[src/design/efc_pkg.sv]
package efc_pkg;

	// Register indexes on the configuration port
	localparam logic [1:0] REG_START  = 2'd0;
	localparam logic [1:0] REG_STOP   = 2'd1;
	localparam logic [1:0] REG_ESCAPE = 2'd2;

	localparam logic [7:0]  START_RESET  = 8'h02;
	localparam logic [7:0]  STOP_RESET   = 8'h03;
	localparam logic [7:0]  ESCAPE_RESET = 8'h10;
	localparam logic [15:0] CRC_INIT     = 16'hFFFF;
	localparam logic [15:0] CRC_POLY     = 16'hA001;

	// One classified item, as handed from the front to the back
	typedef struct packed {
		logic [7:0] data;
		logic       data_esc;
		logic       last;
		logic [7:0] crc_hi;
		logic       crc_hi_esc;
		logic [7:0] crc_lo;
		logic       crc_lo_esc;
		logic [7:0] esc_byte;
	} efc_entry_t;

	// Output slots of one item, in emission order
	typedef enum logic [2:0] {
		PH_ESC_DATA = 3'd0,
		PH_DATA     = 3'd1,
		PH_ESC_HI   = 3'd2,
		PH_HI       = 3'd3,
		PH_ESC_LO   = 3'd4,
		PH_LO       = 3'd5
	} efc_phase_t;

endpackage

[src/design/efc_front.sv]
module efc_front import efc_pkg::*; (
	input  logic        clk,
	input  logic        arst_n,
	input  logic        psel,
	input  logic        penable,
	input  logic        pwrite,
	input  logic [3:0]  paddr,
	input  logic [31:0] pwdata,
	output logic [31:0] prdata,
	input  logic        in_take,
	input  logic [7:0]  data_byte,
	input  logic        last_byte,
	output efc_entry_t  entry
);

	logic [7:0]  start_q;
	logic [7:0]  stop_q;
	logic [7:0]  escape_q;
	logic [15:0] crc_q;
	logic [15:0] crc_new;
	logic [1:0]  reg_idx;

	// Fold one byte into the CRC, LSB first
	function automatic logic [15:0] crc_fold(input logic [15:0] crc, input logic [7:0] b);
		logic [15:0] c;
		c = crc ^ {8'h00, b};
		for (int k = 0; k < 8; k++) begin
			if (c[0]) begin
				c = (c >> 1) ^ CRC_POLY;
			end else begin
				c = c >> 1;
			end
		end
		return c;
	endfunction

	function automatic logic special(input logic [7:0] b, input logic [7:0] s,
			input logic [7:0] p, input logic [7:0] e);
		return (b == s) || (b == p) || (b == e);
	endfunction

	assign reg_idx = paddr[3:2];

	// Write configuration registers on the access cycle
	always_ff @(posedge clk or negedge arst_n) begin
		if (!arst_n) begin
			start_q  <= START_RESET;
			stop_q   <= STOP_RESET;
			escape_q <= ESCAPE_RESET;
		end else if (psel && penable && pwrite) begin
			case (reg_idx)
				REG_START:  start_q  <= pwdata[7:0];
				REG_STOP:   stop_q   <= pwdata[7:0];
				REG_ESCAPE: escape_q <= pwdata[7:0];
				default: ;
			endcase
		end
	end

	// Read back
	always_comb begin
		case (reg_idx)
			REG_START:  prdata = {24'h0, start_q};
			REG_STOP:   prdata = {24'h0, stop_q};
			REG_ESCAPE: prdata = {24'h0, escape_q};
			default:    prdata = 32'h0;
		endcase
	end

	assign crc_new = crc_fold(crc_q, data_byte);

	// Advance the CRC; restart after the flagged byte
	always_ff @(posedge clk or negedge arst_n) begin
		if (!arst_n) begin
			crc_q <= CRC_INIT;
		end else if (in_take) begin
			crc_q <= last_byte ? CRC_INIT : crc_new;
		end
	end

	// Classify the item for the back
	always_comb begin
		entry.data       = data_byte;
		entry.data_esc   = special(data_byte, start_q, stop_q, escape_q);
		entry.last       = last_byte;
		entry.crc_hi     = crc_new[15:8];
		entry.crc_hi_esc = special(crc_new[15:8], start_q, stop_q, escape_q);
		entry.crc_lo     = crc_new[7:0];
		entry.crc_lo_esc = special(crc_new[7:0], start_q, stop_q, escape_q);
		entry.esc_byte   = escape_q;
	end

endmodule

[src/design/efc_queue.sv]
module efc_queue import efc_pkg::*; #(
	parameter int DEPTH = 2
) (
	input  logic       clk,
	input  logic       arst_n,
	input  logic       push,
	input  efc_entry_t wr_entry,
	output logic       full,
	input  logic       pop,
	output logic       not_empty,
	output efc_entry_t rd_entry
);

	localparam int PW = (DEPTH > 1) ? $clog2(DEPTH) : 1;
	localparam int CW = $clog2(DEPTH + 1);

	efc_entry_t     mem_q [DEPTH];
	logic [PW-1:0]  wr_ptr_q;
	logic [PW-1:0]  rd_ptr_q;
	logic [CW-1:0]  count_q;

	function automatic logic [PW-1:0] wrap_inc(input logic [PW-1:0] p);
		return (p == PW'(DEPTH - 1)) ? '0 : p + PW'(1);
	endfunction

	assign full      = (count_q == CW'(DEPTH));
	assign not_empty = (count_q != '0);
	assign rd_entry  = mem_q[rd_ptr_q];

	// Store items
	always_ff @(posedge clk) begin
		if (push) begin
			mem_q[wr_ptr_q] <= wr_entry;
		end
	end

	// Track pointers and fill
	always_ff @(posedge clk or negedge arst_n) begin
		if (!arst_n) begin
			wr_ptr_q <= '0;
			rd_ptr_q <= '0;
			count_q  <= '0;
		end else begin
			if (push) begin
				wr_ptr_q <= wrap_inc(wr_ptr_q);
			end
			if (pop) begin
				rd_ptr_q <= wrap_inc(rd_ptr_q);
			end
			if (push && !pop) begin
				count_q <= count_q + CW'(1);
			end else if (pop && !push) begin
				count_q <= count_q - CW'(1);
			end
		end
	end

endmodule

[src/design/efc_back.sv]
module efc_back import efc_pkg::*; (
	input  logic       clk,
	input  logic       arst_n,
	input  logic       has_entry,
	input  efc_entry_t entry,
	output logic       pop,
	output logic       out_valid,
	input  logic       out_ready,
	output logic [7:0] out_byte,
	output logic       run_end,
	output logic       frame_end
);

	efc_phase_t phase_q;
	efc_phase_t phase_d;
	efc_phase_t slot;
	logic       present;
	logic       load;
	logic       slot_end;
	logic [7:0] slot_byte;
	logic       valid_q;
	logic [7:0] byte_q;
	logic       run_end_q;
	logic       frame_end_q;

	assign load = has_entry && (!valid_q || out_ready);

	// Pick the slot to emit and what follows it
	always_comb begin
		case (phase_q)
			PH_ESC_DATA: present = entry.data_esc;
			PH_DATA:     present = 1'b1;
			PH_ESC_HI:   present = entry.last && entry.crc_hi_esc;
			PH_HI:       present = entry.last;
			PH_ESC_LO:   present = entry.last && entry.crc_lo_esc;
			PH_LO:       present = entry.last;
			default:     present = 1'b1;
		endcase
		slot = present ? phase_q : efc_phase_t'(phase_q + 3'd1);
		case (slot)
			PH_ESC_DATA: slot_byte = entry.esc_byte;
			PH_DATA:     slot_byte = entry.data;
			PH_ESC_HI:   slot_byte = entry.esc_byte;
			PH_HI:       slot_byte = entry.crc_hi;
			PH_ESC_LO:   slot_byte = entry.esc_byte;
			PH_LO:       slot_byte = entry.crc_lo;
			default:     slot_byte = entry.data;
		endcase
		slot_end = ((slot == PH_DATA) && !entry.last) || (slot == PH_LO);
		pop      = load && slot_end;
		if (!load) begin
			phase_d = phase_q;
		end else if (slot_end) begin
			phase_d = PH_ESC_DATA;
		end else begin
			phase_d = efc_phase_t'(slot + 3'd1);
		end
	end

	always_ff @(posedge clk or negedge arst_n) begin
		if (!arst_n) begin
			phase_q <= PH_ESC_DATA;
		end else begin
			phase_q <= phase_d;
		end
	end

	// Hold the result until taken
	always_ff @(posedge clk or negedge arst_n) begin
		if (!arst_n) begin
			valid_q <= 1'b0;
		end else if (load) begin
			valid_q <= 1'b1;
		end else if (out_ready) begin
			valid_q <= 1'b0;
		end
	end

	always_ff @(posedge clk) begin
		if (load) begin
			byte_q      <= slot_byte;
			run_end_q   <= slot_end;
			frame_end_q <= (slot == PH_LO);
		end
	end

	assign out_valid = valid_q;
	assign out_byte  = byte_q;
	assign run_end   = run_end_q;
	assign frame_end = frame_end_q;

endmodule

[src/design/escaped_framer_crc16_modbus_unit.sv]
// Channel   Handshake            Payload
// input     in_valid/in_ready    data_byte, last_byte
// output    out_valid/out_ready  out_byte, run_end, frame_end
// config    APB psel/penable     paddr, pwdata, prdata, pready
//
// The front folds each item into the CRC in its accept cycle and queues it.
// The back emits one byte per cycle unless stalled: 1 or 2 per ordinary
// item, 3 to 6 per flagged one; its single output byte sets the rate.
// in_ready drops only when the queue is full; the output register holds a
// byte until taken. Reset clears the CRC to FFFF and empties the queue.
module escaped_framer_crc16_modbus_unit import efc_pkg::*; #(
	parameter int QUEUE_DEPTH = 2
) (
	input  logic        clk,
	input  logic        arst_n,
	input  logic        psel,
	input  logic        penable,
	input  logic        pwrite,
	input  logic [3:0]  paddr,
	input  logic [31:0] pwdata,
	output logic [31:0] prdata,
	output logic        pready,
	input  logic        in_valid,
	output logic        in_ready,
	input  logic [7:0]  data_byte,
	input  logic        last_byte,
	output logic        out_valid,
	input  logic        out_ready,
	output logic [7:0]  out_byte,
	output logic        run_end,
	output logic        frame_end
);

	efc_entry_t wr_entry;
	efc_entry_t rd_entry;
	logic       in_take;
	logic       q_full;
	logic       q_has;
	logic       q_pop;

	assign pready   = 1'b1;
	assign in_ready = !q_full;
	assign in_take  = in_valid && !q_full;

	efc_front u_front (
		.clk       (clk),
		.arst_n    (arst_n),
		.psel      (psel),
		.penable   (penable),
		.pwrite    (pwrite),
		.paddr     (paddr),
		.pwdata    (pwdata),
		.prdata    (prdata),
		.in_take   (in_take),
		.data_byte (data_byte),
		.last_byte (last_byte),
		.entry     (wr_entry)
	);

	efc_queue #(.DEPTH(QUEUE_DEPTH)) u_queue (
		.clk       (clk),
		.arst_n    (arst_n),
		.push      (in_take),
		.wr_entry  (wr_entry),
		.full      (q_full),
		.pop       (q_pop),
		.not_empty (q_has),
		.rd_entry  (rd_entry)
	);

	efc_back u_back (
		.clk       (clk),
		.arst_n    (arst_n),
		.has_entry (q_has),
		.entry     (rd_entry),
		.pop       (q_pop),
		.out_valid (out_valid),
		.out_ready (out_ready),
		.out_byte  (out_byte),
		.run_end   (run_end),
		.frame_end (frame_end)
	);

endmodule
[config.mk]
export PLATFORM = sky130hd
export DESIGN_NAME = escaped_framer_crc16_modbus_unit
export DESIGN_NICKNAME = d
export VERILOG_FILES = /design/src/design/efc_pkg.sv /design/src/design/efc_front.sv /design/src/design/efc_queue.sv /design/src/design/efc_back.sv /design/src/design/escaped_framer_crc16_modbus_unit.sv
export SDC_FILE = /design/constraint.sdc
export NUM_CORES = 1
export LEC_CHECK = 0
export BUFFER_PORTS_ARGS = -buffer_cell sky130_fd_sc_hd__buf_4
export CAP_MARGIN = 25
export CORE_ASPECT_RATIO = 0.5
export CORE_MARGIN = 5
export CORE_UTILIZATION = 52
export CTS_BUF_LIST = sky130_fd_sc_hd__clkbuf_16
export DETAILED_ROUTE_END_ITERATION = 8
export HOLD_SLACK_MARGIN = 0.06
export PLACE_DENSITY = 0.76
export RECOVER_POWER = 25
export SYNTH_ARGS = -nofsm -noshare
export SYNTH_HDL_FRONTEND = slang
export SYNTH_SLANG_ARGS = --single-unit
export TNS_END_PERCENT = 20
[constraint.sdc]
create_clock -name clk -period 3.1 [get_ports clk]
set_input_delay 0.31 -clock clk [delete_from_list [all_inputs] [get_ports clk]]
set_output_delay 0.31 -clock clk [all_outputs]
set_load 0.02 [all_outputs]
==> summary.md <==
| Metric | Value |
|---|---|
| Clock root cell | `clkbuf_16` |
| Layout cells sized above 1 | `a little under a third` |
| DR pass1 iterations | `7` |
| Final period utilization | `between 90% and 100%` |
| Fill count | `about 940` |
| Sequential share of power | `roughly 30%` |
| Crit-path most repeated cell | `ha_1` |
| Combinational group share of total power | `52.9%` |
| Data required time of the worst path | `about 3.3 ns` |
| Number of synthesized flops with an enable pin | `82` |
| Status | `complete, no violations` |
| Largest net degree at the start of global routing | `49` |
| Worst endpoint data arrival time | `approximately 3.1 ns` |
| Global-route wire length before repair | `23900 um` |
| Die area | `15600 um2` |
| CP Buf/Inv Count | `2` |
| CP max-delay cell | `dfrtp_2` |
| CP startpoint | `u_back.phase_q[0]$_DFFE_PN0P_` |
| Final net count | `between 600 and 700` |
| Leakage | `between 3 and 4 nW` |
| Vias in the first global route | `4288` |
| Clk sinks | `between 100 and 150` |
| Max-slew violation count | `0` |
| Crit-path cells | `inv_2 -> ha_2 -> nor4_4 -> a311oi_4 -> o21ai_4 -> mux2_4 -> ha_1 -> ha_1 -> buf_4 -> a222oi_1 -> a21oi_1` |
| Final Non-Filler Cells | `slightly below 800` |
| Syn Area/Cell | `roughly 13 um2` |
| Worst clock skew | `~0.0075 ns` |
| Switching share of power | `slightly below 40%` |
| Path depth of the worst reg2reg path | `11` |
| Peak supply drop | `between 0.0007 and 0.0008 V` |
| Cells after Synth | `532` |
| Post-Syn Area | `~6800 um2` |
| GPL Wtd Cong | `roughly 0.8` |
| CP top delay family | `compound AO/OA/AOI/OAI gates` |
| Worst Path Max Fanout | `8` |
| Diode count | `0` |
| Height of the die | `around 91 um` |
| Max-Cap Viols | `0` |
| Relative slew margins | `15.5%` |
| Worst-margin pin slew | `between 1 and 1.5 ns` |
| Synth cell types | `49` |
| Chip Width | `about 170 um` |
| CP Capture Type | `flip-flop` |
| DRC viols | `0` |
| Vias | `~4.4k` |
| Reg2reg start | `u_back.phase_q[0]$_DFFE_PN0P_` |
| Worst Hold Class | `input pin to flip-flop` |
| Class of the most critical setup path | `flip-flop to flip-flop` |
| Clk pwr share | `17.1%` |
| Synthesis-stage register bit count | `130` |
| Wire per inst | `slightly below 20 um` |
| R2R Setup Slk | `roughly 0.13 ns` |
| Yosys warning total | `0` |
| H-tree Lvls | `4` |
| Reg clk slew, reported paths | `roughly 0.06 ns` |
| Max clock buf depth | `2` |
| Core Box Area | `12700 um2` |
| Startpoint Class | `flip-flop` |
| Internal Pwr Total | `approximately 7 mW` |
| Syn-to-layout area delta | `18.1%` |
| Buffers on Ports | `between 40 and 50` |
| Initial antenna violation count | `0` |
| Drt via density | `around 5.6` |
| Sequential area share after synthesis | `~54%` |
| CP peak stage delay | `~0.42 ns` |
| Post-route core utilization | `63.0%` |
| Worst setup endpoint | `u_back.out_byte[7]$_DFFE_PP_` |
| Final ANT Viol Nets | `0` |
| Crit path depth | `11` |
| F_max | `about 340 MHz` |
| Async set or reset register ratio after synthesis | `a little under two fifths` |
| Drt initial violations | `around 360` |
| Sw Pwr | `around 4.3 mW` |
| Tot GR Track Use | `roughly a fifth` |
| IO Count | `97` |
| Clk Latency, worst-skew pair | `roughly 0.41 ns` |
| Final Hold Viols | `0` |
| CTS tree | `built` |
| Worst hold slack | `around 0.089 ns` |
| DP HPWL | `~10000 um` |
| Placed cell count | `753` |
| Primary FF master, synth | `edfxtp_1` |
| Number of buffers created by CTS | `17` |
| Std-Cell Rows | `29` |
| Overflow after GRT | `0` |
| Final setup violation count | `0` |
| Routed WL | `approximately 15000 um` |
| Cell area power density | `1400 nW/um2` |
| Period minus WS final | `between 2 and 3 ns` |
| Worst r2r dst | `u_back.out_byte[7]$_DFFE_PP_` |
| Starting density of the core | `53.3%` |
[repair_timing]
action / in CTS / in global routing
endpoints found under the setup margin: 8 / 9
endpoints found under the hold margin: 28 / 0
pin swaps: 0 / 5
gates resized for setup: 1 / 20
setup buffers: 0 / 1
hold buffers: 1 / 0
[power groups by stage]
| stage | Clock, mW | Sequential, mW | Combinational (mW) |
|---|---|---|---|
| 2_1_floorplan | 0 | 3.30 | 3.97 |
| 3_3_place_gp | 0 | 3.34 | 5.47 |
| 6_report | 1.92 | 3.36 | 5.92 |
| 3_5_place_dp | 0 | 3.37 | 5.61 |
| 5_1_grt | 2.05 | 3.42 | 6.40 |
| 4_1_cts | 1.95 | 3.36 | 5.67 |
[cells in the mapped netlist (all sizes together), types with 2 or more instances]
cell | number | area [um2]
nand2b | 3 | 18.8
nor2 | 18 | 67.6
nor3 | 5 | 25.0
mux2 | 49 | 552
nand3 | 10 | 50.1
mux2i | 11 | 110
a21oi | 22 | 110
a222oi | 8 | 80.1
xor2 | 28 | 253
clkbuf | 13 | 48.8
o311a | 2 | 20.0
ha | 10 | 125
nand4 | 6 | 37.5
xnor3 | 7 | 164
nor3b | 2 | 15.0
nor2b | 10 | 62.6
conb | 2 | 7.51
nor4 | 5 | 31.3
clkinv | 2 | 8.75
dfstp | 20 | 526
buf | 34 | 236
xnor2 | 63 | 601
o22ai | 4 | 25.0
o21ai | 20 | 100
dfrtp | 28 | 701
nand2 | 25 | 93.8
edfxtp | 82 | 2460
a211oi | 9 | 67.6
inv | 23 | 86.3
[sequential cells by signal (all words and copies together), names as in the netlist, 2 cells and up]
name	cells
u_back.out_byte	8
u_front.start_q	8
u_front.crc_q	16
u_queue.count_q	2
u_queue.mem_q	72
u_front.escape_q	8
u_front.stop_q	8
u_back.phase_q	3
[per-stage QoR]
step	setup WS [ns]	total power, mW	area [um2]	TNS, ns
detailed placement	-0.164	8.98	7390	-0.878
global route	-0.0193	11.9	8020	-0.0216
floorplan	0.00269	7.27	6900	0
global placement	-0.0280	8.81	7390	-0.0446
CTS	0.0122	11.0	7970	0
finish	0.133	11.2	8020	0
[cells in the final DEF (no fill, tap or decap), types with 22 or more instances in the layout]
| master | n |
|---|---|
| edfxtp_1 | 82 |
| buf_4 | 63 |
| xnor2_1 | 57 |
| mux2_2 | 48 |
| xor2_1 | 27 |
| nand2_1 | 25 |
| conb_1 | 25 |
| dfrtp_1 | 25 |
| inv_1 | 22 |
| a21oi_1 | 22 |
[worst min path at each step]
| stage | from | endpoint | cells after the start |
|---|---|---|---|
| global placement | arst_n | u_front.start_q[4]$_DFFE_PN0P_ | 1 |
| finish | out_ready | u_back.out_valid$_DFFE_PN0P_ | 2 |
| detailed placement | arst_n | u_front.escape_q[3]$_DFFE_PN0P_ | 1 |
| CTS | out_ready | u_back.out_valid$_DFFE_PN0P_ | 2 |
| floorplan | arst_n | u_back.out_valid$_DFFE_PN0P_ | 0 |
| global route | out_ready | u_back.out_valid$_DFFE_PN0P_ | 2 |
[kinds of logic after synthesis]
family / count (synthesis) / synth area share [%]
AOI/OAI and AO/OA: 72 / 6.89
xor gates and xnor gates: 98 / 15.0
adders and majority gates: 10 / 1.84
buffers and inverters: 72 / 5.60
DFF: 130 / 54.3
muxes: 61 / 10.1
other: 2 / 0.111
and+or+nand+nor: 87 / 6.22
[routing by layer]
metal  global-route usage (%)  vias up  share of wire, %
li1                         -     1989                 -
met1                     29.1     2170                45
met2                     30.4      200                46
met3                     5.95       14               8.2
met4                     4.75        0              0.79
met5                        0        -                 0
[worst register-to-register path: cells and delay by family, from the launching register on]
kind | cells | cell delay, ns
muxes | 1 | 0.33
buffers and inverters | 2 | 0.29
adders and majority gates | 3 | 0.63
DFF | 1 | 0.42
and+or+nand+nor | 1 | 0.05
AOI/OAI and AO/OA | 4 | 0.99
[area by class of cell]
type	count	area [um2]	area share (%)
repair buffers	77	533	6.64
well taps	170	213	2.65
flip-flops and latches	130	3690	46.0
multi-input cells	353	2920	36.4
inverters	25	95.1	1.19
clock inverters	15	144	1.79
clock buffers	17	425	5.30
Power figures use the tool's default switching activity.
